## config.mk

```make
export PLATFORM = sky130hd
export DESIGN_NAME = bpa_cell
export DESIGN_NICKNAME = d
export VERILOG_FILES = /design/src/hdl/bpa_pkg.sv /design/src/hdl/bpa_cell.sv
export SDC_FILE = /design/constraint.sdc
export NUM_CORES = 1
export LEC_CHECK = 0
export BUFFER_PORTS_ARGS = -buffer_cell sky130_fd_sc_hd__buf_2
export CORE_MARGIN = 2
export CORE_UTILIZATION = 50
export CTS_CLUSTER_DIAMETER = 200
export DETAILED_ROUTE_END_ITERATION = 10
export PLACE_DENSITY_LB_ADDON = 0.1
export SLEW_MARGIN = 20
export SYNTH_ARGS = -nofsm -noshare
export SYNTH_HDL_FRONTEND = slang
export SYNTH_SLANG_ARGS = --single-unit
```

## constraint.sdc

```tcl
create_clock -name clk -period 5.13 [get_ports clk]
set_clock_uncertainty 0.2 [all_clocks]
set_input_delay 0.7695 -clock clk [delete_from_list [all_inputs] [get_ports clk]]
set_output_delay 0.7695 -clock clk [all_outputs]
set_load 0.05 [all_outputs]
```

## src/hdl/bpa_pkg.sv

```systemverilog
// Shared types and constants for the bin packing allocator.
package bpa_pkg;

    localparam int DATA_W       = 16;
    localparam int IDX_OUT_W    = 6;
    localparam int CNT_OUT_W    = 7;
    localparam int MAX_BINS_DEF = 64;
    localparam int CFG_ADDR_W   = 1;

    localparam logic [DATA_W-1:0] CAP_RESET = 16'd255;

    typedef enum logic [CFG_ADDR_W-1:0] {
        REG_BIN_CAPACITY = 1'b0,
        REG_FIT_MODE     = 1'b1
    } cfg_reg_t;

    typedef enum logic [1:0] {
        ST_PLACED   = 2'd0,
        ST_OVERSIZE = 2'd1,
        ST_FULL     = 2'd2
    } status_t;

    typedef enum logic {
        S_IDLE,
        S_SCAN
    } state_t;

    // Search token handed from cell to cell
    typedef struct packed {
        logic              found;
        logic [DATA_W-1:0] left;
    } scan_t;

    // Room update broadcast to the cells
    typedef struct packed {
        logic              en;
        logic [DATA_W-1:0] room;
    } wr_t;

endpackage

```

## src/hdl/bpa_cell.sv

```systemverilog
// One bin cell: holds the room of one bin and refines the passing search token.
module bpa_cell
    import bpa_pkg::*;
#(
    parameter int MAX_BINS = MAX_BINS_DEF,
    parameter int J        = 0,
    localparam int IDX_W   = $clog2(MAX_BINS),
    localparam int CNT_W   = $clog2(MAX_BINS + 1)
)
(
    input  logic              clk,
    input  logic [DATA_W-1:0] size,
    input  logic              fit_mode,
    input  logic [CNT_W-1:0]  open_count,
    input  wr_t               wr,
    input  logic [IDX_W-1:0]  wr_idx,
    input  scan_t             tok_in,
    input  logic [IDX_W-1:0]  idx_in,
    output scan_t             tok_out,
    output logic [IDX_W-1:0]  idx_out
);

    logic [DATA_W-1:0] room_reg;
    scan_t             tok_reg;
    scan_t             tok_next;
    logic [IDX_W-1:0]  idx_reg;
    logic [IDX_W-1:0]  idx_next;
    logic              is_open;
    logic              fits;
    logic              take;
    logic [DATA_W-1:0] left;

    always_comb
    begin
        is_open  = CNT_W'(J) < open_count;
        fits     = is_open && (room_reg >= size);
        left     = room_reg - size;
        // first fit keeps the earliest hit; best fit only moves on a strictly tighter fit
        take     = fits && (!tok_in.found || (fit_mode && (left < tok_in.left)));
        tok_next = tok_in;
        idx_next = idx_in;
        if (take)
        begin
            tok_next.found = 1'b1;
            tok_next.left  = left;
            idx_next       = IDX_W'(J);
        end
    end

    always_ff @(posedge clk)
    begin
        tok_reg <= tok_next;
        idx_reg <= idx_next;
        if (wr.en && (wr_idx == IDX_W'(J)))
        begin
            room_reg <= wr.room;
        end
    end

    assign tok_out = tok_reg;
    assign idx_out = idx_reg;

endmodule

```

# == Word level (Yosys, flattened, before mapping) ==
# Index checks and enable logic that the tools add are counted.
# classes
n_addsub,1
magnitude_cmp,3
muxes,1
reduce_logical,7
# ops
cell,count
$ge A16 B16 Y1,1
$lt A16 B16 Y1,1
$mux W16,1
$sub A16 B16 Y16,1
$lt A1 B7 Y1 const A,1
$logic_not A6 Y1,1
$logic_and A1 B1 Y1,4
$logic_not A1 Y1,1
$logic_or A1 B1 Y1,1
# word_totals
reg_bits,39
output_inout_bits,23
word_cells,16

# == Depth between registers and ports, before layout ==
# Gate-level depths: netlist of the first run.
# logic_depth
depth_word,6
depth_mapped,16

# == Worst setup path after synthesis of the first run ==
# No wires, ideal clock.
# synth_path
kind,input port to flip-flop
from,input port size[0]
to,"register tok_reg, in the netlist tok_out[10]"
setup_time_ns,0.121
arrival_ns,4.051
required_ns,4.809
path_slack_ns,0.758
stages,15
path_cell_list,ha_1 > fa_1 > nand2b_1 > a211oi_1 > o21bai_1 > nor4b_1 > a2111oi_0 > ha_1 > nand4_1 > nor3_1 > a311oi_1 > a31oi_1 > a211oi_2 > buf_6 > mux2_2
# synth_lines
item,line_no,rtl
start: declaration,bpa_cell.sv:12,"input logic [DATA_W-1:0] size,"
end signal: assignment,bpa_cell.sv:52,tok_reg <= tok_next;
end: declaration,bpa_cell.sv:24,scan_t tok_reg;

==> results of run 1 <==
-- power breakdown --
part,switching [W],leakage [nW],internal (W)
Combinational,0.000155,1.19,0.0000938
Sequential,0.00000359,0.338,0.000341
Clock,0.000110,0.0445,0.0000949
-- per-stage QoR --
stage	util [%]	std cells	area [um^2]
after floorplan	-	275	2611
after global placement	61.74	433	3133
after detailed placement	61.74	433	3133
after CTS	63.46	441	3221
after global routing	63.46	441	3221
final	63.46	441	3221
-- Yosys cell counts, types with 2 or more instances --
library cell	n	area (um^2)
inv_1	37	138.9
ha_1	31	387.9
dfxtp_1	23	460.4
a21oi_1	16	80.08
edfxtp_1	16	480.5
mux2_2	14	157.7
nor2_1	14	52.55
nand2_1	10	37.54
nor3_1	10	50.05
nand3_1	9	45.04
nand2b_1	7	43.79
nor2b_1	7	43.79
o21ai_0	7	35.03
xnor2_1	6	52.55
a21o_1	5	37.54
a211oi_1	4	30.03
nand4_1	4	25.02
a2111oi_0	3	26.28
a21boi_0	3	22.52
and2_1	3	18.77
and3_1	3	18.77
buf_2	3	15.01
buf_6	3	33.78
mux2i_1	3	30.03
nor4_1	3	18.77
a31oi_1	2	12.51
o21a_1	2	15.01
o21bai_1	2	15.01
o311ai_0	2	17.52
xor2_1	2	17.52
-- cells by family after synthesis --
group	Yosys count	synth area share (%)
AOI/OAI and AO/OA	58	15.38
xor gates and xnor gates	8	2.683
adders and majority gates	32	15.62
buffers and inverters	45	7.618
DFF	39	36.03
muxes	17	7.187
and+or+nand+nor	76	15.48
-- worst max path at each step --
stage	startpoint	to	slack [ns]	depth (start not counted)
3_3_place_gp	size[0]	tok_out[8]$_DFF_P_	0.49	16
6_report	size[0]	tok_out[2]$_DFF_P_	0.71	16
2_1_floorplan	size[0]	tok_out[10]$_DFF_P_	0.76	15
3_5_place_dp	size[0]	tok_out[2]$_DFF_P_	0.42	16
5_1_grt	size[0]	tok_out[11]$_DFF_P_	0.35	16
4_1_cts	size[0]	tok_out[11]$_DFF_P_	0.72	16
-- cells in the final DEF (no fill, tap or decap), types with 3 or more instances in the layout --
cell       Yosys  routed
nand3_1        9       9
a21boi_0       3       3
mux2_2        14      14
nor3_1        10      10
inv_1         37      37
nand2b_1       7       7
mux2i_1        3       3
xnor2_1        6       6
nor2b_1        7       7
a211oi_1       4       4
and3_1         3       3
dfxtp_1       23      23
and2_1         3       3
nand4_1        4       4
clkbuf_8       0       5
buf_4          1       3
edfxtp_1      16      16
o21ai_0        7       7
nand2_1       10      10
a21oi_1       16      16
ha_1          31      31
a2111oi_0      3       3
nor2_1        14      14
buf_2          3      93
a21o_1         5       5
-- layer usage --
metal | wire, um | GRT usage [%]
met3 | 327 | 4.384
met5 | 0 | 0
met1 | 2707 | 26.13
met2 | 2346 | 30.53
met4 | 14 | 4.364
-- worst max-delay path: cells and delay by family --
family | cells | cell delay [ns]
AOI/OAI and AO/OA | 6 | 1.47
adders and majority gates | 3 | 0.96
muxes | 1 | 0.35
buffers and inverters | 2 | 0.33
and+or+nand+nor | 4 | 0.52
-- area by class of cell --
class	instances	share of cell area, %
Sequential cell	39	29.22
Multi-Input combinational cell	191	45.88
Inverter	37	4.312
Tap cell	70	2.720
Timing Repair Buffer	96	15.15
Clock inverter	3	0.5828
Clock buffer	5	2.137
==> metrics.txt, run 1 <==
run status=finished clean; core area=5075 um^2; setup TNS=0 ns; vias in the first global route=2,088; reg-to-reg critical path endpoint=tok_out[2]$_DFF_P_; f_max=0.2264 GHz; layout net count=473; Post-Syn Nets=378; Wirelength per Cell=12.24 um; Setup Crit Path Kind=in -> reg; unrepaired setup endpoints after global routing=false; pwr/cell area=247.7 nW/um^2; Ys Warns=0; cell with the most instances on the worst path=ha_1; Reg2Reg Setup Slack=0.94 ns; Cell variety after synth=51; worst rel slew slack=60.29%; Max Root-Sink Buffers=2; Hold Fails Final Rpt=0; CTS Hold Bufs=0; FP Rows=26; Syn Area/Cell=9.495 um^2; area of the multi-input gates=1478 um^2; Synth-to-Final Area Change=23.33%; final hold slack=0.4435 ns; final wirelength=5396 um; post-synthesis sequential area ratio=36.03%; Setup Fix Bufs, Post-CTS=0; Resize count post-CTS=0; CP max-delay cell=a2111oi_0; num ports=94; worst slack at placement=0.4220 ns; DRT Pass-1 Iters=6; Critical Path Sink Type=flop; DRC violations left=0; reg2reg start=room_reg[0]$_DFFE_PP_; Critical Path AT=4.40 ns; DRT antenna net count=0; ys flop type=dfxtp_1; min setup slack post-route=0.7131 ns; flops & latches, synth=39; measured slew at the worst slew-check pin=0.5806 ns; Req. time, crit path=5.12 ns; Final min period=4.417 ns; max-slew violation count=0; FF-to-FF path depth=16; Setup crit start kind=primary input; clock sink count=39; maximum VDD drop=0.1227 mV; die height=76.27 um; Hold Path Class=in -> reg; Async SR Flop Fraction=0%; initial antenna violation count=0; Design Power=0.0007977 W; post-DP HPWL=4413 um; Hold Path End=room_reg[0]$_DFFE_PP_; largest fanout on the critical path=11; overall global routing resource usage=19.01%; CP peak stage delay=0.48 ns; Clock Tree Root=clkbuf_8; Chip Width=76.27 um; crit path cell chain=buf_2 -> ha_1 -> fa_1 -> nand2b_1 -> a211oi_1 -> o21bai_1 -> nor4b_1 -> a2111oi_0 -> ha_1 -> nand4_1 -> nor3_1 -> a311oi_1 -> a31oi_1 -> a211oi_2 -> buf_4 -> mux2_2; P_leak=1.575 nW; pin count of the biggest net entering global routing=17; Starting DRT DRC Count=59; Reg clk slew, reported paths=0.08 ns; number of flip-flops in the largest register=17; Final setup viols=0; EDFF count, synth=16; GRT overflow=0; DIE AREA=5816 um^2; total CTS buffers=5; port buffer count=93; Cells after Synth=275; Seq. cell area=940.9 um^2; via count=2,207; Via density=5.005; Period Utilization, post-route=86.10%; Antenna Diode Count=0; fillers=470; Mapped Area=2611 um^2; CTS tree=yes; H-tree depth=2; Max Cap Viol=0; first-pass GRT wire length=9059 um; clock latency on the worst-skew pair=0.29 ns; number of cells on the worst hold path=1; layout cell share with drive strength beyond 1=33.15%; initial core utilization=51.45%; routability cong.=0.8563; hold_sp=wr[0]
Note: power is estimated with default switching activity, not from simulation.
==> run 2: changes to the inputs <==
--- a/config.mk
+++ b/config.mk
@@ -6,7 +6,6 @@
 export NUM_CORES = 1
 export LEC_CHECK = 0
 export BUFFER_PORTS_ARGS = -buffer_cell sky130_fd_sc_hd__buf_2
-export CORE_MARGIN = 2
 export CORE_UTILIZATION = 50
 export CTS_CLUSTER_DIAMETER = 200
 export DETAILED_ROUTE_END_ITERATION = 10
==> constraint.sdc (replaced) <==
create_clock -name clk -period 5.13 [get_ports clk]
set_clock_uncertainty 0.2 [all_clocks]
set_input_delay 0.7695 -clock clk [delete_from_list [all_inputs] [get_ports clk]]
set_output_delay 0.7695 -clock clk [all_outputs]
set_load 0.02 [all_outputs]
==> metrics.txt, run 2 (synthesized netlist as in run 1, its figures left out) <==
Period Utilization, post-route=90.79% (+4.7 points); Critical path buffers and inverters=2 (unchanged); largest fanout on the critical path=14 (+3); met2 global-route usage=35.86% (+5.3 points); maximum VDD drop=0.1191 mV (-2.9%); CP delay by family, top=compound AO/OA/AOI/OAI gates; GRT busiest layer=met2; area of the multi-input gates=1478 um^2 (unchanged); post-place instance area=3129 um^2 (-0.12%); Setup crit start kind=primary input; Final Cell Area=3242 um^2 (+0.66%); Req. time, crit path=5.12 ns (about the same); GRT overflow=0 (unchanged); met3 Use GR=4.607% (+0.22 points); clock latency on the worst-skew pair=0.30 ns (about the same); Critical Path Sink Type=flop; number of flip-flops in the largest register=17 (unchanged); max-slew violation count=0 (unchanged); f_max=0.2147 GHz (-5.2%); Final min period=4.658 ns (+0.2408 ns); Layout Cells excl Fill=438 (-0.68%); Hold Fails Final Rpt=0 (unchanged); most frequent cells in the layout=93 x buf_2, 37 x inv_1, 31 x ha_1, 23 x dfxtp_1; Clock Tree Root=clkbuf_8; # placed instances=430 (-0.69%); DRT Pass-1 Iters=5 (-1); worst rel slew slack=56.66% (-3.6 points); clock sink count=39 (unchanged); Setup Crit Path Kind=in -> reg; setup TNS=0 ns (unchanged); Wirelength per Cell=12.72 um (+4.0%); first-pass GRT wire length=9121 um (+0.68%); run status=finished clean; Critical Path AT=4.64 ns (+0.24 ns); routability cong.=0.8895 (+3.9%); via count=2,287 (+3.6%); pwr/cell area=250.4 nW/um^2 (+1.1%); commonest non-fill, non-tap cell in the layout=buf_2; CP max-delay cell=a2111oi_0; Antenna Diode Count=0 (unchanged); die height=74.27 um (-2.6%); CP peak stage delay=0.52 ns (+0.04 ns); CTS Hold Bufs=0 (unchanged); Chip Width=74.27 um (-2.6%); fillers=420 (-11%); Hold Path Class=in -> reg; pin count of the biggest net entering global routing=17 (unchanged); CTS tree=yes; total CTS buffers=5 (unchanged); final wirelength=5573 um (+3.3%); crit path cell chain=buf_2 -> ha_1 -> fa_1 -> nand2b_1 -> a211oi_1 -> o21bai_1 -> nor4b_1 -> a2111oi_0 -> ha_1 -> nand4_1 -> nor3_1 -> a311oi_1 -> a31oi_1 -> a211oi_2 -> buf_4 -> mux2_2; Starting DRT DRC Count=73 (+24%); Via density=5.221 (+4.3%); FP Rows=25 (-3.8%); Max Root-Sink Buffers=2 (unchanged); H-tree depth=2 (unchanged); P_leak=1.588 nW (+0.87%); measured slew at the worst slew-check pin=0.6337 ns (+0.05310 ns); unrepaired setup endpoints after global routing=false; post-DP HPWL=4521 um (+2.4%); overall global routing resource usage=21.83% (+2.8 points); initial core utilization=53.51% (+2.1 points); DRT antenna net count=0 (unchanged); Synth-to-Final Area Change=24.15%; port buffer count=93 (unchanged); Resize count post-CTS=0 (unchanged); Reg clk slew, reported paths=0.08 ns (about the same); cell with the most instances on the worst path=ha_1; layout net count=473 (unchanged); final hold slack=0.4410 ns (-0.002435 ns); core area=4880 um^2 (-3.8%); DIE AREA=5515 um^2 (-5.2%); Max Cap Viol=0 (unchanged); Final setup viols=0 (unchanged); DRC violations left=0 (unchanged); initial antenna violation count=0 (unchanged); num ports=94 (unchanged); layout cell share with drive strength beyond 1=33.15% (unchanged); vias in the first global route=2,126 (+1.8%); Setup Fix Bufs, Post-CTS=0 (unchanged); Seq. cell area=940.9 um^2 (unchanged); met1 Usage GRT=28.46% (+2.3 points)
## run 2: layout make-up
class                   instances  share of cell area (%)
clock buffers                   5                   2.123
flip-flops and latches         39                   29.02
multi-input cells             191                   45.58
repair buffers                 96                   15.05
clock inverters                 3                   1.351
inverters                      37                   4.284
well taps                      67                   2.586
## run 2: per-layer routing
| metal | vias up | share of wire, % |
|---|---|---|
| li1 | 1183 | - |
| met1 | 1007 | 48 |
| met2 | 85 | 44 |
| met3 | 12 | 5.3 |
| met4 | 0 | 2.2 |
| met5 | - | 0 |
## run 2: power breakdown
| part | switching (W) | leakage, nW | total (W) | internal, W |
|---|---|---|---|---|
| Sequential | 0.00000397 | 0.338 | 0.000345 | 0.000341 |
| Combinational | 0.000116 | 1.19 | 0.000209 | 0.0000936 |
| Clock | 0.000113 | 0.0581 | 0.000258 | 0.000145 |
## run 2: per-stage QoR
stage	worst slack (ns)	power [W]	util (%)
after floorplan	0.7582	0.0004911	-
after global placement	0.3306	0.0005572	64.13
after detailed placement	0.1716	0.0005600	64.13
after CTS	0.4598	0.0008170	66.44
after global routing	0.1970	0.0008620	66.44
final	0.4723	0.0008119	66.44
## run 2: worst reg2reg max path: stages, from the launching register on
cell and delay, ns:
edfxtp_1 0.33, inv_1 0.04, ha_1 0.20, fa_1 0.39
nand2b_1 0.17, a211oi_1 0.28, o21bai_1 0.16, nor4b_1 0.17
a2111oi_0 0.52, ha_1 0.36, nand4_1 0.13, nor3_1 0.07
a311oi_1 0.28, a31oi_1 0.14, a211oi_2 0.28, buf_4 0.27
mux2_2 0.35
## run 2: path summary, 6_finish.rpt
| path | startpoint | end | slack [ns] | depth (start not counted) |
|---|---|---|---|---|
| hold / removal | wr[6] | room_reg[6]$_DFFE_PP_ | 0.44 | 1 |
| setup / recovery | size[0] | tok_out[12]$_DFF_P_ | 0.47 | 16 |
| setup reg to reg | room_reg[0]$_DFFE_PP_ | tok_out[12]$_DFF_P_ | 0.69 | 16 |
| hold reg to reg | room_reg[0]$_DFFE_PP_ | tok_out[0]$_DFF_P_ | 0.54 | 3 |
==> run 3: changes to the inputs <==
--- a/config.mk
+++ b/config.mk
@@ -6,7 +6,9 @@
 export NUM_CORES = 1
 export LEC_CHECK = 0
 export BUFFER_PORTS_ARGS = -buffer_cell sky130_fd_sc_hd__buf_2
-export CORE_UTILIZATION = 50
+export CELL_PAD_IN_SITES_DETAIL_PLACEMENT = 1
+export CELL_PAD_IN_SITES_GLOBAL_PLACEMENT = 1
+export CORE_UTILIZATION = 37
 export CTS_CLUSTER_DIAMETER = 200
 export DETAILED_ROUTE_END_ITERATION = 10
 export PLACE_DENSITY_LB_ADDON = 0.1
==> metrics.txt, run 3 (synthesized netlist as in run 1, its figures left out) <==
Antenna Diode Count=0 (unchanged); post-DP HPWL=5317 um (+18%); Hold Path Class=in -> reg; Critical Path AT=4.63 ns (about the same); total CTS buffers=5 (unchanged); GRT overflow=0 (unchanged); Final min period=4.660 ns (+0.002053 ns); DIE AREA=7398 um^2 (+34%); clock sink count=39 (unchanged); maximum VDD drop=0.1144 mV (-3.9%); Setup Fix Bufs, Post-CTS=0 (unchanged); Period Utilization, post-route=90.83% (about the same); Setup crit start kind=primary input; FP Rows=30 (+20%); unrepaired setup endpoints after global routing=false; Resize count post-CTS=0 (unchanged); overall global routing resource usage=17.79% (-4.0 points); CTS tree=yes; Setup Crit Path Kind=in -> reg; CTS Hold Bufs=0 (unchanged); Clock Tree Root=clkbuf_8; initial core utilization=38.43% (-15 points); core area=6794 um^2 (+39%); # placed instances=458 (+6.5%); Final Cell Area=3286 um^2 (+1.4%); Hold Fails Final Rpt=0 (unchanged); Final setup viols=0 (unchanged); vias in the first global route=2,233 (+5.0%); fillers=836 (+99%); commonest non-fill, non-tap cell in the layout=buf_2; Chip Width=86.01 um (+16%); pin count of the biggest net entering global routing=21 (+4); routability cong.=0.8697 (-2.2%); DRT antenna net count=0 (unchanged); setup TNS=0 ns (unchanged); Design Power=0.0007989 W (-1.6%); f_max=0.2146 GHz (about the same); first-pass GRT wire length=10,320 um (+13%); Max Cap Viol=0 (unchanged); clock latency on the worst-skew pair=0.28 ns (-0.02 ns); Wirelength per Cell=13.54 um (+6.4%); most frequent cells in the layout=93 x buf_2, 37 x inv_1, 31 x ha_1, 23 x dfxtp_1; area of the multi-input gates=1485 um^2 (+0.51%); Critical Path Sink Type=flop; layout cell share with drive strength beyond 1=32.97% (-0.18 points); largest fanout on the critical path=20 (+6); final wirelength=6310 um (+13%); DRT Pass-1 Iters=3 (-2); Seq. cell area=940.9 um^2 (unchanged); DRC violations left=0 (unchanged); H-tree depth=2 (unchanged); via count=2,301 (+0.61%); num ports=94 (unchanged); measured slew at the worst slew-check pin=0.5523 ns (-0.08149 ns); Max Root-Sink Buffers=2 (unchanged); Reg clk slew, reported paths=0.09 ns (about the same); port buffer count=93 (unchanged); Via density=4.938 (-5.4%); P_leak=1.585 nW (-0.20%); Layout Cells excl Fill=466 (+6.4%); initial antenna violation count=0 (unchanged); max-slew violation count=0 (unchanged); Starting DRT DRC Count=37 (-49%); post-place instance area=3178 um^2 (+1.6%); die height=86.01 um (+16%); Req. time, crit path=5.10 ns (-0.02 ns); pwr/cell area=243.1 nW/um^2 (-2.9%); worst rel slew slack=62.23% (+5.6 points); number of flip-flops in the largest register=17 (unchanged); final hold slack=0.4531 ns (+0.01204 ns); run status=finished clean; layout net count=472 (-0.21%); Synth-to-Final Area Change=25.83%
==> run 3: cell count changes in the layout (fill, tap and decap cells not counted), sizes merged <==
cell	previous run	this run
clkbuf	5	6
bufinv	1	0
buf	96	95
==> run 3: cell type report <==
cell class | instances | share of cell area, %
clock buffers | 6 | 2.856
clock inverters | 2 | 0.4189
inverters | 37 | 4.227
multi-input cells | 191 | 45.20
flip-flops and latches | 39 | 28.64
well taps | 96 | 3.656
repair buffers | 95 | 15.00
==> run 3: critical path, cell delays in order <==
cell	delay (ns)
buf_2	0.11
ha_1	0.22
fa_1	0.40
nand2b_1	0.18
a211oi_1	0.27
o21bai_1	0.17
nor4b_1	0.17
a2111oi_0	0.46
ha_1	0.35
nand4_1	0.14
nor3_1	0.06
a311oi_1	0.31
a31oi_1	0.19
a211oi_4	0.29
buf_12	0.20
mux2_2	0.35
==> run 3: final timing paths <==
path / from / endpoint / slack (ns) / cells past startpoint
min reg2reg: room_reg[0]$_DFFE_PP_ / tok_out[0]$_DFF_P_ / 0.58 / 3
min: wr[4] / room_reg[4]$_DFFE_PP_ / 0.45 / 1
max reg2reg: room_reg[0]$_DFFE_PP_ / tok_out[15]$_DFF_P_ / 0.70 / 16
max: size[0] / tok_out[15]$_DFF_P_ / 0.47 / 16
==> run 3: per-layer routing <==
metal  track usage [%]  share of wire (%)  up-vias
met1             22.80                 47     1047
li1                  -                  -     1182
met4             6.061                1.9        0
met3             2.984                4.2        8
met2             30.23                 47       64
met5                 0                  0        -
==> run 3: report_power, final <==
part / switching (W) / internal (W) / total [W] / leakage (nW)
Clock: 0.000113 / 0.000125 / 0.000239 / 0.0563
Sequential: 0.00000390 / 0.000341 / 0.000345 / 0.338
Combinational: 0.000120 / 0.0000953 / 0.000216 / 1.19
==> run 3: per-stage QoR <==
stage | setup slack (ns) | utilization (%)
after global routing | 0.2032 | 48.36
after CTS | 0.4504 | 48.36
after floorplan | 0.7582 | -
after global placement | 0.3594 | 46.78
after detailed placement | 0.1570 | 46.78
final | 0.4702 | 48.36
