--- src/hdl/bpa_pkg.sv ---
// Shared types and constants for the bin packing allocator.
package bpa_pkg;

    localparam int DATA_W       = 16;
    localparam int IDX_OUT_W    = 6;
    localparam int CNT_OUT_W    = 7;
    localparam int MAX_BINS_DEF = 64;
    localparam int CFG_ADDR_W   = 1;

    localparam logic [DATA_W-1:0] CAP_RESET = 16'd255;

    typedef enum logic [CFG_ADDR_W-1:0] {
        REG_BIN_CAPACITY = 1'b0,
        REG_FIT_MODE     = 1'b1
    } cfg_reg_t;

    typedef enum logic [1:0] {
        ST_PLACED   = 2'd0,
        ST_OVERSIZE = 2'd1,
        ST_FULL     = 2'd2
    } status_t;

    typedef enum logic {
        S_IDLE,
        S_SCAN
    } state_t;

    // Search token handed from cell to cell
    typedef struct packed {
        logic              found;
        logic [DATA_W-1:0] left;
    } scan_t;

    // Room update broadcast to the cells
    typedef struct packed {
        logic              en;
        logic [DATA_W-1:0] room;
    } wr_t;

endpackage

--- src/hdl/bpa_ctrl.sv ---
// Sequencer: takes items, waits out the cell chain, updates the bins and holds the result.
module bpa_ctrl
    import bpa_pkg::*;
#(
    parameter int MAX_BINS = MAX_BINS_DEF,
    localparam int IDX_W   = $clog2(MAX_BINS),
    localparam int CNT_W   = $clog2(MAX_BINS + 1)
)
(
    input  logic                  clk,
    input  logic                  rst_n,
    input  logic                  s_tvalid,
    output logic                  s_tready,
    input  logic [DATA_W-1:0]     item_size,
    input  logic                  new_job,
    input  logic                  cfg_we,
    input  logic [CFG_ADDR_W-1:0] cfg_addr,
    input  logic [DATA_W-1:0]     cfg_wdata,
    output logic                  m_tvalid,
    input  logic                  m_tready,
    output logic [IDX_OUT_W-1:0]  bin_index,
    output logic                  opened_new,
    output logic [CNT_OUT_W-1:0]  bins_used,
    output logic [1:0]            status,
    output logic [DATA_W-1:0]     size,
    output logic                  fit_mode,
    output logic [CNT_W-1:0]      open_count,
    output wr_t                   wr,
    output logic [IDX_W-1:0]      wr_idx,
    input  scan_t                 tok_end,
    input  logic [IDX_W-1:0]      idx_end
);

    localparam logic [CNT_W-1:0] MAX_CNT = CNT_W'(MAX_BINS);

    state_t               state_reg, state_next;
    logic [CNT_W-1:0]     cnt_reg, cnt_next;
    logic [CNT_W-1:0]     count_reg, count_next;
    logic [DATA_W-1:0]    size_reg, size_next;
    logic                 over_reg, over_next;
    logic [DATA_W-1:0]    cap_reg;
    logic                 mode_reg;
    logic                 out_valid_reg, out_valid_next;
    logic [IDX_OUT_W-1:0] idx_reg, idx_next;
    logic                 opened_reg, opened_next;
    logic [CNT_OUT_W-1:0] used_reg, used_next;
    status_t              status_reg, status_next;
    logic                 finish;

    always_ff @(posedge clk or negedge rst_n)
    begin
        if (!rst_n)
        begin
            state_reg     <= S_IDLE;
            cnt_reg       <= '0;
            count_reg     <= '0;
            out_valid_reg <= 1'b0;
            cap_reg       <= CAP_RESET;
            mode_reg      <= 1'b0;
        end
        else
        begin
            state_reg     <= state_next;
            cnt_reg       <= cnt_next;
            count_reg     <= count_next;
            out_valid_reg <= out_valid_next;
            if (cfg_we)
            begin
                case (cfg_addr)
                    REG_BIN_CAPACITY: cap_reg  <= cfg_wdata;
                    REG_FIT_MODE:     mode_reg <= cfg_wdata[0];
                    default:          ;
                endcase
            end
        end
    end

    always_ff @(posedge clk)
    begin
        size_reg   <= size_next;
        over_reg   <= over_next;
        idx_reg    <= idx_next;
        opened_reg <= opened_next;
        used_reg   <= used_next;
        status_reg <= status_next;
    end

    always_comb
    begin
        state_next     = state_reg;
        cnt_next       = cnt_reg;
        count_next     = count_reg;
        size_next      = size_reg;
        over_next      = over_reg;
        out_valid_next = out_valid_reg && !m_tready;
        idx_next       = idx_reg;
        opened_next    = opened_reg;
        used_next      = used_reg;
        status_next    = status_reg;
        wr             = '0;
        wr_idx         = '0;
        finish         = 1'b0;
        s_tready       = (state_reg == S_IDLE);

        case (state_reg)
            S_IDLE:
            begin
                if (s_tvalid)
                begin
                    state_next = S_SCAN;
                    cnt_next   = '0;
                    size_next  = item_size;
                    over_next  = item_size > cap_reg;
                    if (new_job)
                    begin
                        count_next = '0;
                    end
                end
            end
            S_SCAN:
            begin
                if (cnt_reg != MAX_CNT)
                begin
                    cnt_next = cnt_reg + CNT_W'(1);
                end
                else if (!out_valid_reg || m_tready)
                begin
                    // token at the end of the chain has seen every cell
                    finish         = 1'b1;
                    state_next     = S_IDLE;
                    out_valid_next = 1'b1;
                    idx_next       = '0;
                    opened_next    = 1'b0;
                    status_next    = ST_PLACED;
                    if (over_reg)
                    begin
                        status_next = ST_OVERSIZE;
                    end
                    else if (tok_end.found)
                    begin
                        wr.en    = 1'b1;
                        wr.room  = tok_end.left;
                        wr_idx   = idx_end;
                        idx_next = IDX_OUT_W'(idx_end);
                    end
                    else if (count_reg >= MAX_CNT)
                    begin
                        status_next = ST_FULL;
                    end
                    else
                    begin
                        wr.en       = 1'b1;
                        wr.room     = cap_reg - size_reg;
                        wr_idx      = count_reg[IDX_W-1:0];
                        idx_next    = IDX_OUT_W'(count_reg);
                        opened_next = 1'b1;
                        count_next  = count_reg + CNT_W'(1);
                    end
                    used_next = CNT_OUT_W'(count_next);
                end
            end
            default:
            begin
                state_next = S_IDLE;
            end
        endcase
    end

    assign m_tvalid   = out_valid_reg;
    assign bin_index  = idx_reg;
    assign opened_new = opened_reg;
    assign bins_used  = used_reg;
    assign status     = status_reg;
    assign size       = size_reg;
    assign fit_mode   = mode_reg;
    assign open_count = count_reg;

    a_count_bound: assert property (@(posedge clk) disable iff (!rst_n)
        count_reg <= MAX_CNT)
        else $error("open bin count beyond table size");

    a_scan_bound: assert property (@(posedge clk) disable iff (!rst_n)
        cnt_reg <= MAX_CNT)
        else $error("scan counter overrun");

    a_open_incr: assert property (@(posedge clk) disable iff (!rst_n)
        finish && opened_next |=> count_reg == $past(count_reg) + CNT_W'(1))
        else $error("new bin opened without count step");

    a_reject_zero: assert property (@(posedge clk) disable iff (!rst_n)
        out_valid_reg && (status_reg != ST_PLACED) |-> (idx_reg == '0) && !opened_reg)
        else $error("rejected item carries a bin");

endmodule
--- config.mk ---
export PLATFORM = sky130hd
export DESIGN_NAME = bpa_ctrl
export DESIGN_NICKNAME = d
export VERILOG_FILES = /design/src/hdl/bpa_pkg.sv /design/src/hdl/bpa_ctrl.sv
export SDC_FILE = /design/constraint.sdc
export NUM_CORES = 1
export LEC_CHECK = 0
export BUFFER_PORTS_ARGS = -buffer_cell sky130_fd_sc_hd__buf_4
export CAP_MARGIN = 20
export CORE_MARGIN = 8
export CORE_UTILIZATION = 54
export DETAILED_ROUTE_END_ITERATION = 6
export GPL_ROUTABILITY_DRIVEN = 0
export PLACE_DENSITY_LB_ADDON = 0.3
export SLEW_MARGIN = 20
export SYNTH_ARGS = -nofsm -noshare
export SYNTH_HDL_FRONTEND = slang
export SYNTH_SLANG_ARGS = --single-unit
--- constraint.sdc ---
create_clock -name clk -period 5.3 [get_ports clk]
set_clock_uncertainty 0.1 [all_clocks]
set_input_delay 0.265 -clock clk [delete_from_list [all_inputs] [get_ports clk]]
set_output_delay 0.265 -clock clk [all_outputs]
set_load 0.05 [all_outputs]
; Yosys cells after proc, flatten, opt, wreduce, memory -nomap -nowiden
; Index checks and enable logic that the tools add are counted.
[totals]
reg_bits = 66
in_bits = 62
out_inout_bits = 65
[classes]
addsub = 3
magnitude_cmp = 2
eq_ne = 6
n_mux = 33
bitwise = 3
reduce_logical = 11
[ops]
columns = cell, count
row1 = $mux 17, 6
row2 = $mux 7, 9
row3 = $mux 6, 6
row4 = $pmux 7 s2, 2
row5 = $gt 16x16->1, 1
row6 = $sub 16x16->16, 1
row7 = $add 7x1->7 const B, 2
row8 = $mux 1, 8
row9 = $reduce_and 2->1, 4
row10 = $ge 7x7->1 const B, 1
row11 = $ne 7x7->1 const B, 1
row12 = $ne 2x1->1 const B, 3
row13 = $ne 2x2->1 const B, 2
row14 = $reduce_and 4->1, 1
row15 = $not 1->1, 3
row16 = $reduce_and 3->1, 1
row17 = $logic_not 1->1, 2
row18 = $mux 2, 1
row19 = $pmux 1 s2, 1
row20 = $reduce_or 2->1, 1
row21 = $logic_and 1x1->1, 1
row22 = $logic_or 1x1->1, 1

; Longest topological paths before layout
; Gate-level depths: netlist of run 1.
[logic_depth]
depth_word = 7
depth_mapped = 9

; Least setup slack after synthesis of run 1
; Ideal clock, no wire load.
[synth_path]
path_kind = reg-to-output
startpoint = reg size_reg[0] (netlist: size[0])
endpoint = out wr[6] (netlist bit)
arrival_time_ns = 2.640
required_time_ns = 4.935
setup_slack_ns = 2.295
stages_incl_launch_ff = 9
path_buffers = 0
cell_sequence = edfxtp_1 > ha_1 > fa_1 > nor2b_1 > o211ai_1 > nand2_1 > a211oi_1 > o41ai_1 > nor2b_1
[synth_rtl]
columns = element, line_no
row1 = from (decl), bpa_ctrl.sv:39  ; logic [DATA_W-1:0] size_reg, size_next;
row2 = from (signal assigned), bpa_ctrl.sv:80  ; size_reg <= size_next;
row3 = to (decl), bpa_ctrl.sv:28  ; output wr_t wr,

==> out/results.txt, run 1 <==
Most frequent cells in the layout - 128 x buf_4, 50 x nand2_1, 46 x o21ai_0, 40 x inv_1, 36 x ha_1
Share of cells above drive strength 1 - 28.2%
Share of the synthesized area in the top cell type - 24.1%
Logic pwr share - 30.3%
Initial antenna violation count - 0
Adder-Cell Fraction of Synth Area - 11.5%
Switching Power - 506 uW
Post-Syn Area - 4100 sq um
Cells after Synth - 430
DR iter-0 viols - 148
Fin crit share - 64.5%
Largest net degree at the start of global routing - 34
Area leader, netlist - edfxtp_1
R2r startpoint - cnt_reg[3]
HPWL Detailed - 8490 um
IO Pins - 127
H-tree levels - 3
Clk Latency, worst-skew pair - 0.34 ns
Critical Path RT - 4.93 ns
Global-route wire length before repair - 17,500 um
Worst Path Arrival - 3.05 ns
R2r setup slk - 2.79 ns
Clock share of power - 26.6%
Die ar. - 10,600 sq um
Leak Pwr - 0.00253 uW
Final min period - 3.42 ns
Total GRT Usage - 21.2%
Worst Tran Pin Value - 0.700 ns
Crit Reg-Reg Endpoint - open_count[4]
Drt pass-1 iters - 5
Post-CTS Setup Inserts - 0
Pwr Density - 281 nW/um^2
Origin of the worst min-delay path - item_size[6]
Critical path type - reg -> out
Die H - 103 um
WL per Instance - 16.6 um
Final nets - 662
Xor/xnor cell area share of the yosys netlist - 3.84%
EDFF count, synth - 33
Outcome - completed
Critical Path End - wr[10]
DR DRC count - 0
Register share of total power - 43.1%
Clock sinks - 66
Slowest CP cell - dfstp_2
Port Buffers - 126
Mux cell area share after synthesis - 0.518%
Setup crit start kind - flip-flop
#FFs+latches synth - 66
CTS tree - done
Synth Area in Compound Gates - 18.0%
Hold_buf cts - 3
Max Cap Viol - 0
Ys Warns - 0
Final WL - 11,100 um
Net Sw Frac - 33.4%
Vias in the first global route - 3,780
Hold Crit Class - in -> reg
Placed cell count - 643
Slew headroom - 53.3%
Int Pwr - 1010 uW
Critical-path cell list - inv_1 > ha_1 > fa_1 > nor2b_1 > o211ai_1 > a31oi_1 > a21boi_0 > xnor2_1 > a22o_1 > buf_4
Synth cell types - 55
Clock transition at path regs - 0.07 ns
Detailed-route via count - 3,735
Largest family of logic cells by synthesized area - compound AO/OA/AOI/OAI gates
TritonCTS Buffers - 9
Synthesized area per cell - 9.54 sq um
F_max - 293 MHz
Sequential area share after synthesis - 44.5%
Reg2Reg Depth - 6
Row count - 31
Max FO, Critical Path - 5
Slew Viols, Final - 0
Post-synth net total - 529
Area growth, synth to finish - 31.5%
Die Span X - 103 um
Post-Layout Cell Count - 667
Post-CTS sizing - 0
Post-synthesis async set-or-reset flop share - 50.0%
Setup TNS - 0 ns
Final hold violations - 0
Commonest non-fill, non-tap cell in the layout - buf_4
Initial Util - 56.3%
RSZ-0062 raised after global routing - false
Peak supply drop - 174 uV
Max incr delay on CP - 0.53 ns
Top FF cell, synth - edfxtp_1
Core area - 7290 sq um
Antenna-violating nets left - 0
Synth Area in Simple Gates - 16.2%
Clock Path Buffers - 2
Number of vias per cell - 5.60
Total global routing overflow - 0
Final setup violation count - 0
Antenna Diode Count - 0
CP startpoint - cap_reg[0]
Synth area leaders - edfxtp_1 24%, dfrtp_1 15%, ha_1 11%
Worst setup EP type - output port
Clock Tree Root - clkbuf_8
==> synthesized netlist by cell type, types with 4 or more instances <==
master and n:
ha_1 36, dfstp_2 8, nor2_1 20, nor3_1 6
inv_1 40, and2_1 4, xor2_1 4, nor2b_1 10
nand3_1 11, xnor2_1 14, nand2b_1 4, and3_1 6
a21oi_1 23, a21o_1 7, edfxtp_1 33, a31oi_1 5
o211ai_1 4, nand4_1 7, dfrtp_1 25, clkbuf_1 9
a22o_1 9, o21ai_0 46, o31ai_1 6, nand2_1 50
==> worst min path at each step <==
stage,endpoint,slack [ns],depth (start not counted)
3_3_place_gp,m_tvalid,0.14,1
5_1_grt,size[2],0.002,1
2_1_floorplan,cap_reg[10],-0.13,0
6_report,size[6],0.01,1
3_5_place_dp,m_tvalid,0.15,1
4_1_cts,size[0],0.002,1
==> critical path, delay by kind of cell (launching register included) <==
kind,cells,cell delay (ns)
flops,1,0.53
xor+xnor,1,0.16
compound gates,4,1.00
buf+inv,2,0.24
fa+ha+maj,2,0.61
simple gates,1,0.17
==> through the flow <==
step | setup WS, ns | hold WS (ns) | utilization [%] | total power (uW) | area, sq um
final | 1.88 | 0.0140 | 74.0 | 1520 | 5400
after global placement | 2.33 | 0.139 | 70.3 | 1090 | 5120
after detailed placement | 2.25 | 0.150 | 70.3 | 1110 | 5120
after floorplan | 2.29 | -0.131 | - | 962 | 4100
after global routing | 1.66 | 0.00168 | 74.0 | 1600 | 5400
after CTS | 1.88 | 0.00168 | 73.3 | 1520 | 5350
==> logic make-up (layout without fill, tap and decap cells) <==
family	count (synthesis)	after routing
adder cells (fa/ha/maj)	37	37
AO/OA/AOI/OAI	119	119
flip-flops	66	66
AND/OR/NAND/NOR	132	132
buffers and inverters	56	194
XOR/XNOR	18	18
multiplexers	2	2
==> metal layers <==
layer  wire (um)  vias to the layer above  global-route usage, %
li1            -                     1802                      -
met1        4460                     1764                   23.9
met2        5500                      144                   37.2
met3         839                       25                   5.02
met4         297                        0                   9.79
met5           0                        -                      0
==> final cells by class <==
type / count / area [sq um]
Fill cell: 552 / 1890
Inverter: 42 / 158
Clock buffer: 14 / 183
Tap cell: 99 / 124
Multi-Input combinational cell: 308 / 2060
Clock inverter: 2 / 10.0
Timing Repair Buffer: 136 / 1040
Sequential cell: 66 / 1830
==> power by group through the flow <==
stage                     clock [uW]  combinational, uW  sequential [uW]
final                            403                460              654
after global routing             429                510              663
after CTS                        410                456              653
after detailed placement           0                450              663
after global placement             0                429              658
after floorplan                    0                275              688
Power figures use the tool's default switching activity.
==> run 2, diff against run 1 <==
Settings changed: CORE_UTILIZATION 54 to 47.
Clock period 5.3 ns to 2.8 ns, I/O delays scaled along.
==> out/results.txt, run 2 (same netlist as run 1, synthesis figures left out) <==
Outcome - finished, violations left (was completed)
Failing checks - negative setup slack
Final setup violation count - 4 (was 0)
DR DRC count - 0 (unchanged)
Worst setup margin - -0.121 ns (was 1.88 ns)
Setup crit start kind - flip-flop (unchanged)
Final Core Density - 68.4% (was 74.0%)
Clk Latency, worst-skew pair - 0.34 ns (about the same)
Drt pass-1 iters - 4 (was 5)
Max Cap Viol - 0 (unchanged)
Slew Viols, Final - 0 (unchanged)
Die Span X - 109 um (was 103 um)
Area growth, synth to finish - 43.3% (was 31.5%)
Number of vias per cell - 5.46 (was 5.60)
Worst setup EP type - output port (unchanged)
Initial Util - 47.8% (was 56.3%)
Initial antenna violation count - 0 (unchanged)
Hold Crit Class - in -> reg (unchanged)
Area of the multi-input gates - 2150 sq um (was 2060 sq um)
Row count - 34 (was 31)
Max incr delay on CP - 0.54 ns (was 0.53 ns)
Die ar. - 12,000 sq um (was 10,600 sq um)
Total GRT Usage - 20.1% (was 21.2%)
Final nets - 701 (was 662)
TritonCTS Buffers - 9 (unchanged)
Most frequent cells in the layout - 136 x buf_4, 50 x nand2_1, 45 x o21ai_0, 39 x inv_1, 34 x dlygate4sd3_1 (was 128 x buf_4, 50 x nand2_1, 46 x o21ai_0, 40 x inv_1, 36 x ha_1)
Final min period - 2.92 ns
Largest net degree at the start of global routing - 34 (unchanged)
Post-placement cell area - 5190 sq um (was 5120 sq um)
Fin crit share - 104%
Vias in the first global route - 3,936 (was 3,780)
Leak Pwr - 0.00271 uW (was 0.00253 uW)
Clock Path Buffers - 2 (unchanged)
Share of cells above drive strength 1 - 32.6% (was 28.2%)
Commonest non-fill, non-tap cell in the layout - buf_4 (unchanged)
Peak supply drop - 283 uV (was 174 uV)
H-tree levels - 3 (unchanged)
Met3 Usage GRT - 4.92% (was 5.02%)
RSZ-0062 raised after global routing - true (was false)
Slowest CP cell - dfstp_2 (unchanged)
Antenna-violating nets left - 0 (unchanged)
Total global routing overflow - 0 (unchanged)
FILL cells - 676 (was 552)
Post-route cell area - 5880 sq um (was 5400 sq um)
Clock sinks - 66 (unchanged)
Register area - 1830 sq um (unchanged)
Final hold violations - 0 (unchanged)
Detailed-route via count - 3,904 (was 3,735)
Pwr Density - 497 nW/um^2 (was 281 nW/um^2)
Worst Path Arrival - 2.68 ns (was 3.05 ns)
Slew headroom - 61.4% (was 53.3%)
DR iter-0 viols - 137 (was 148)
Final WL - 11,900 um (was 11,100 um)
WL per Instance - 16.7 um (was 16.6 um)
CTS tree - done (unchanged)
Global-route wire length before repair - 19,100 um (was 17,500 um)
Max FO, Critical Path - 5 (unchanged)
Clock Tree Root - clkbuf_8 (unchanged)
Most Crowded Layer GR - met2 (unchanged)
Die H - 109 um (was 103 um)
Core area - 8590 sq um (was 7290 sq um)
IO Pins - 127 (unchanged)
Worst Tran Pin Value - 0.579 ns (was 0.700 ns)
HPWL Detailed - 8870 um (was 8490 um)
Critical-path cell list - inv_2 > ha_4 > fa_2 > nor2b_2 > o211ai_1 > a31oi_1 > buf_4 > a41oi_2 > xnor2_1 > a22o_2 > buf_8 (was inv_1 > ha_1 > fa_1 > nor2b_1 > o211ai_1 > a31oi_1 > a21boi_0 > xnor2_1 > a22o_1 > buf_4)
Antenna Diode Count - 0 (unchanged)
Global Route met1 Usage - 23.2% (was 23.9%)
Critical path type - reg -> out (unchanged)
Critical Path RT - 2.56 ns (was 4.93 ns)
Clock transition at path regs - 0.07 ns (about the same)
F_max - 342 MHz
Met2 usage - 35.1% (was 37.2%)
Port Buffers - 126 (unchanged)
==> run 2: per-layer routing <==
metal / wire length (um) / vias to the layer above / part of all wire (%)
met5: 0 / - / 0
met3: 871 / 19 / 7.3
met2: 5970 / 128 / 50
met4: 227 / 0 / 1.9
met1: 4870 / 1873 / 41
li1: - / 1884 / -
==> run 2: metrics by stage <==
| stage | worst slack, ns | setup TNS (ns) | instances | total power [uW] | hold slack (ns) |
|---|---|---|---|---|---|
| 3_3_place_gp | 0.0984 | 0 | 657 | 2070 | 0.0204 |
| 3_5_place_dp | 0.0374 | 0 | 657 | 2120 | 0.0216 |
| 2_1_floorplan | 0.0524 | 0 | 430 | 1830 | -0.256 |
| 4_1_cts | -0.103 | -0.386 | 713 | 2910 | 0.0216 |
| 6_report | -0.121 | -0.442 | 715 | 2920 | 0.0303 |
| 5_1_grt | -0.217 | -1.04 | 715 | 3090 | 0.0406 |
==> run 2: power breakdown <==
group | switching [uW] | internal, uW
Combinational | 539 | 420
Sequential | 107 | 1140
Clock | 353 | 366
==> run 2: worst max-delay path, delay by kind of cell (launching register included) <==
family | cells | cell delay (ns)
AOI/OAI and AO/OA | 4 | 0.62
DFF | 1 | 0.54
adders and majority gates | 2 | 0.50
and+or+nand+nor | 1 | 0.15
buffers and inverters | 3 | 0.38
xor gates and xnor gates | 1 | 0.15
==> run 2: area by class of cell <==
type                            instances  area share (%)
Clock buffer                           13            2.70
Tap cell                              108            2.30
Clock inverter                          3           0.255
Multi-Input combinational cell        308            36.6
Timing Repair Buffer                  175            24.4
Sequential cell                        66            31.1
Inverter                               42            2.68
==> run 2: final timing paths <==
check / start / to / slack (ns) / cells after the start
min in group asynchronous: rst_n / cap_reg[15] / 0.19 / 2
max: cap_reg[0] / wr[12] / -0.12 / 11
min: new_job / open_count[0] / 0.03 / 4
max reg2reg: cap_reg[1] / over_reg / 0.61 / 8
max in group asynchronous: rst_n / cap_reg[7] / 2.06 / 2
min reg2reg: cnt_reg[6] / cnt_reg[6] / 0.39 / 1
==> run 2: timing repair <==
action                     in CTS  in global routing
gates cloned                    0                  0
hold endpoints to repair       68                  0
pin swaps                      14                 11
hold buffers                   34                  0
setup endpoints to repair       8                 15
buffers inserted                6                  4
gates resized for setup        21                 11
==> run 3, diff against run 2 <==
Settings changed: CORE_ASPECT_RATIO from default to 1.2.
==> out/results.txt, run 3 (same netlist as run 1, synthesis figures left out) <==
Die H - 118 um (was 109 um)
Clock Tree Root - clkbuf_8 (unchanged)
Post-route cell area - 5900 sq um (was 5880 sq um)
Share of cells above drive strength 1 - 32.4% (was 32.6%)
Area growth, synth to finish - 43.8% (was 43.3%)
Critical-path cell list - inv_2 > ha_4 > fa_2 > nor2b_2 > o211ai_1 > a31oi_1 > buf_4 > a41oi_2 > xnor2_1 > a22o_2 > buf_8 (unchanged)
Total GRT Usage - 19.6% (was 20.1%)
Initial antenna violation count - 0 (unchanged)
Max FO, Critical Path - 5 (unchanged)
Max incr delay on CP - 0.54 ns (about the same)
Initial Util - 48.2% (was 47.8%)
DR DRC count - 0 (unchanged)
Critical Path RT - 2.56 ns (about the same)
Final hold violations - 0 (unchanged)
H-tree levels - 3 (unchanged)
DR iter-0 viols - 262 (was 137)
Fin crit share - 105% (was 104%)
IO Pins - 127 (unchanged)
F_max - 341 MHz (was 342 MHz)
HPWL Detailed - 8730 um (was 8870 um)
Peak supply drop - 321 uV (was 283 uV)
FILL cells - 674 (was 676)
Number of vias per cell - 5.32 (was 5.46)
Slowest CP cell - dfstp_2 (unchanged)
Clk Latency, worst-skew pair - 0.36 ns (was 0.34 ns)
Worst setup margin - -0.133 ns (was -0.121 ns)
Detailed-route via count - 3,839 (was 3,904)
Hold Crit Class - in -> reg (unchanged)
Final min period - 2.93 ns (was 2.92 ns)
Final WL - 11,800 um (was 11,900 um)
Setup crit start kind - flip-flop (unchanged)
Leak Pwr - 0.00270 uW (was 0.00271 uW)
RSZ-0062 raised after global routing - true (unchanged)
Total global routing overflow - 0 (unchanged)
Pwr Density - 494 nW/um^2 (was 497 nW/um^2)
Die ar. - 12,000 sq um (about the same)
WL per Instance - 16.4 um (was 16.7 um)
Commonest non-fill, non-tap cell in the layout - buf_4 (unchanged)
Max Cap Viol - 0 (unchanged)
Final Core Density - 69.3% (was 68.4%)
Final setup violation count - 5 (was 4)
Most frequent cells in the layout - 131 x buf_4, 50 x nand2_1, 45 x o21ai_0, 39 x inv_1, 34 x dlygate4sd3_1 (was 136 x buf_4, 50 x nand2_1, 45 x o21ai_0, 39 x inv_1, 34 x dlygate4sd3_1)
Port Buffers - 126 (unchanged)
Delay-heaviest family, CP - compound AO/OA/AOI/OAI gates (unchanged)
CP bufs+invs - 3 (unchanged)
Critical path type - reg -> out (unchanged)
Clock sinks - 66 (unchanged)
Final nets - 699 (was 701)
Vias in the first global route - 3,949 (was 3,936)
Worst Path Arrival - 2.69 ns (was 2.68 ns)
Worst setup EP type - output port (unchanged)
Post-placement cell area - 5210 sq um (was 5190 sq um)
Antenna Diode Count - 0 (unchanged)
Worst Tran Pin Value - 0.512 ns (was 0.579 ns)
Global-route wire length before repair - 18,400 um (was 19,100 um)
Outcome - finished, violations left (unchanged)
Row count - 37 (was 34)
Die Span X - 101 um (was 109 um)
Largest net degree at the start of global routing - 34 (unchanged)
Slew Viols, Final - 0 (unchanged)
CTS tree - done (unchanged)
Clock transition at path regs - 0.07 ns (about the same)
Core area - 8520 sq um (was 8590 sq um)
TritonCTS Buffers - 9 (unchanged)
Slew headroom - 65.6% (was 61.4%)
Pre-CTS WS - 0.0592 ns (was 0.0374 ns)
Antenna-violating nets left - 0 (unchanged)
Clock Path Buffers - 2 (unchanged)
Failing checks - negative setup slack (unchanged)
Drt pass-1 iters - 4 (unchanged)
## run 3: changes by cell type in the layout (fill, tap and decap cells not counted), sizes merged
cell / previous run / this run
buf: 141 / 139
## run 3: what timing repair did
action	4_1_cts	5_1_grt
endpoints found under the hold margin	69	0
resized for setup	22	12
hold buffers	34	0
pin swaps	13	13
setup endpoints to repair	7	10
gates cloned	0	0
buffers inserted	2	4
## run 3: power by group
part,internal (uW),switching [uW],leakage (uW)
combinational,425,537,0.00191
clock,342,369,0.0000872
sequential,1140,106,0.000702
total,1900,1010,0.00270
## run 3: stage by stage
step / TNS (ns) / std cells / total power, uW / hold WS, ns
after CTS: -0.516 / 718 / 2880 / 0.0166
after floorplan: 0 / 430 / 1830 / -0.256
after global routing: -1.14 / 722 / 3070 / 0.0306
final: -0.463 / 722 / 2920 / 0.0195
after detailed placement: 0 / 666 / 2110 / 0.0182
after global placement: 0 / 666 / 2080 / 0.0154
## run 3: path summary, 6_finish.rpt
path / from / end / slack (ns) / cells after the start
min in group asynchronous: rst_n / cnt_reg[1] / 0.16 / 2
hold / removal: cfg_we / fit_mode / 0.02 / 3
max in group asynchronous: rst_n / cap_reg[1] / 2.10 / 2
hold reg to reg: cnt_reg[6] / cnt_reg[6] / 0.39 / 1
setup reg to reg: cnt_reg[2] / bin_index[3] / 0.52 / 6
setup / recovery: cap_reg[0] / wr[12] / -0.13 / 11
## run 3: area by class of cell
cell class,count,area (sq um),share of cell area [%]
Timing Repair Buffer,173,1440,24.4
Multi-Input combinational cell,308,2170,36.8
Tap cell,117,146,2.48
Clock inverter,3,15.0,0.254
Sequential cell,66,1830,30.9
Clock buffer,13,149,2.52
Inverter,42,158,2.67
## run 3: tightest hold or removal path, stage by stage
cell and delay [ns]:
buf_4 0.11, nand2_1 0.06, mux2_2 0.14
## run 3: routing by layer
metal / global-route usage (%) / part of all wire [%] / up-vias
met5: 0 / 0 / -
met4: 8.59 / 2.7 / 0
met3: 6.81 / 8.5 / 28
met2: 34.5 / 52 / 144
met1: 20.2 / 37 / 1795
li1: - / - / 1872
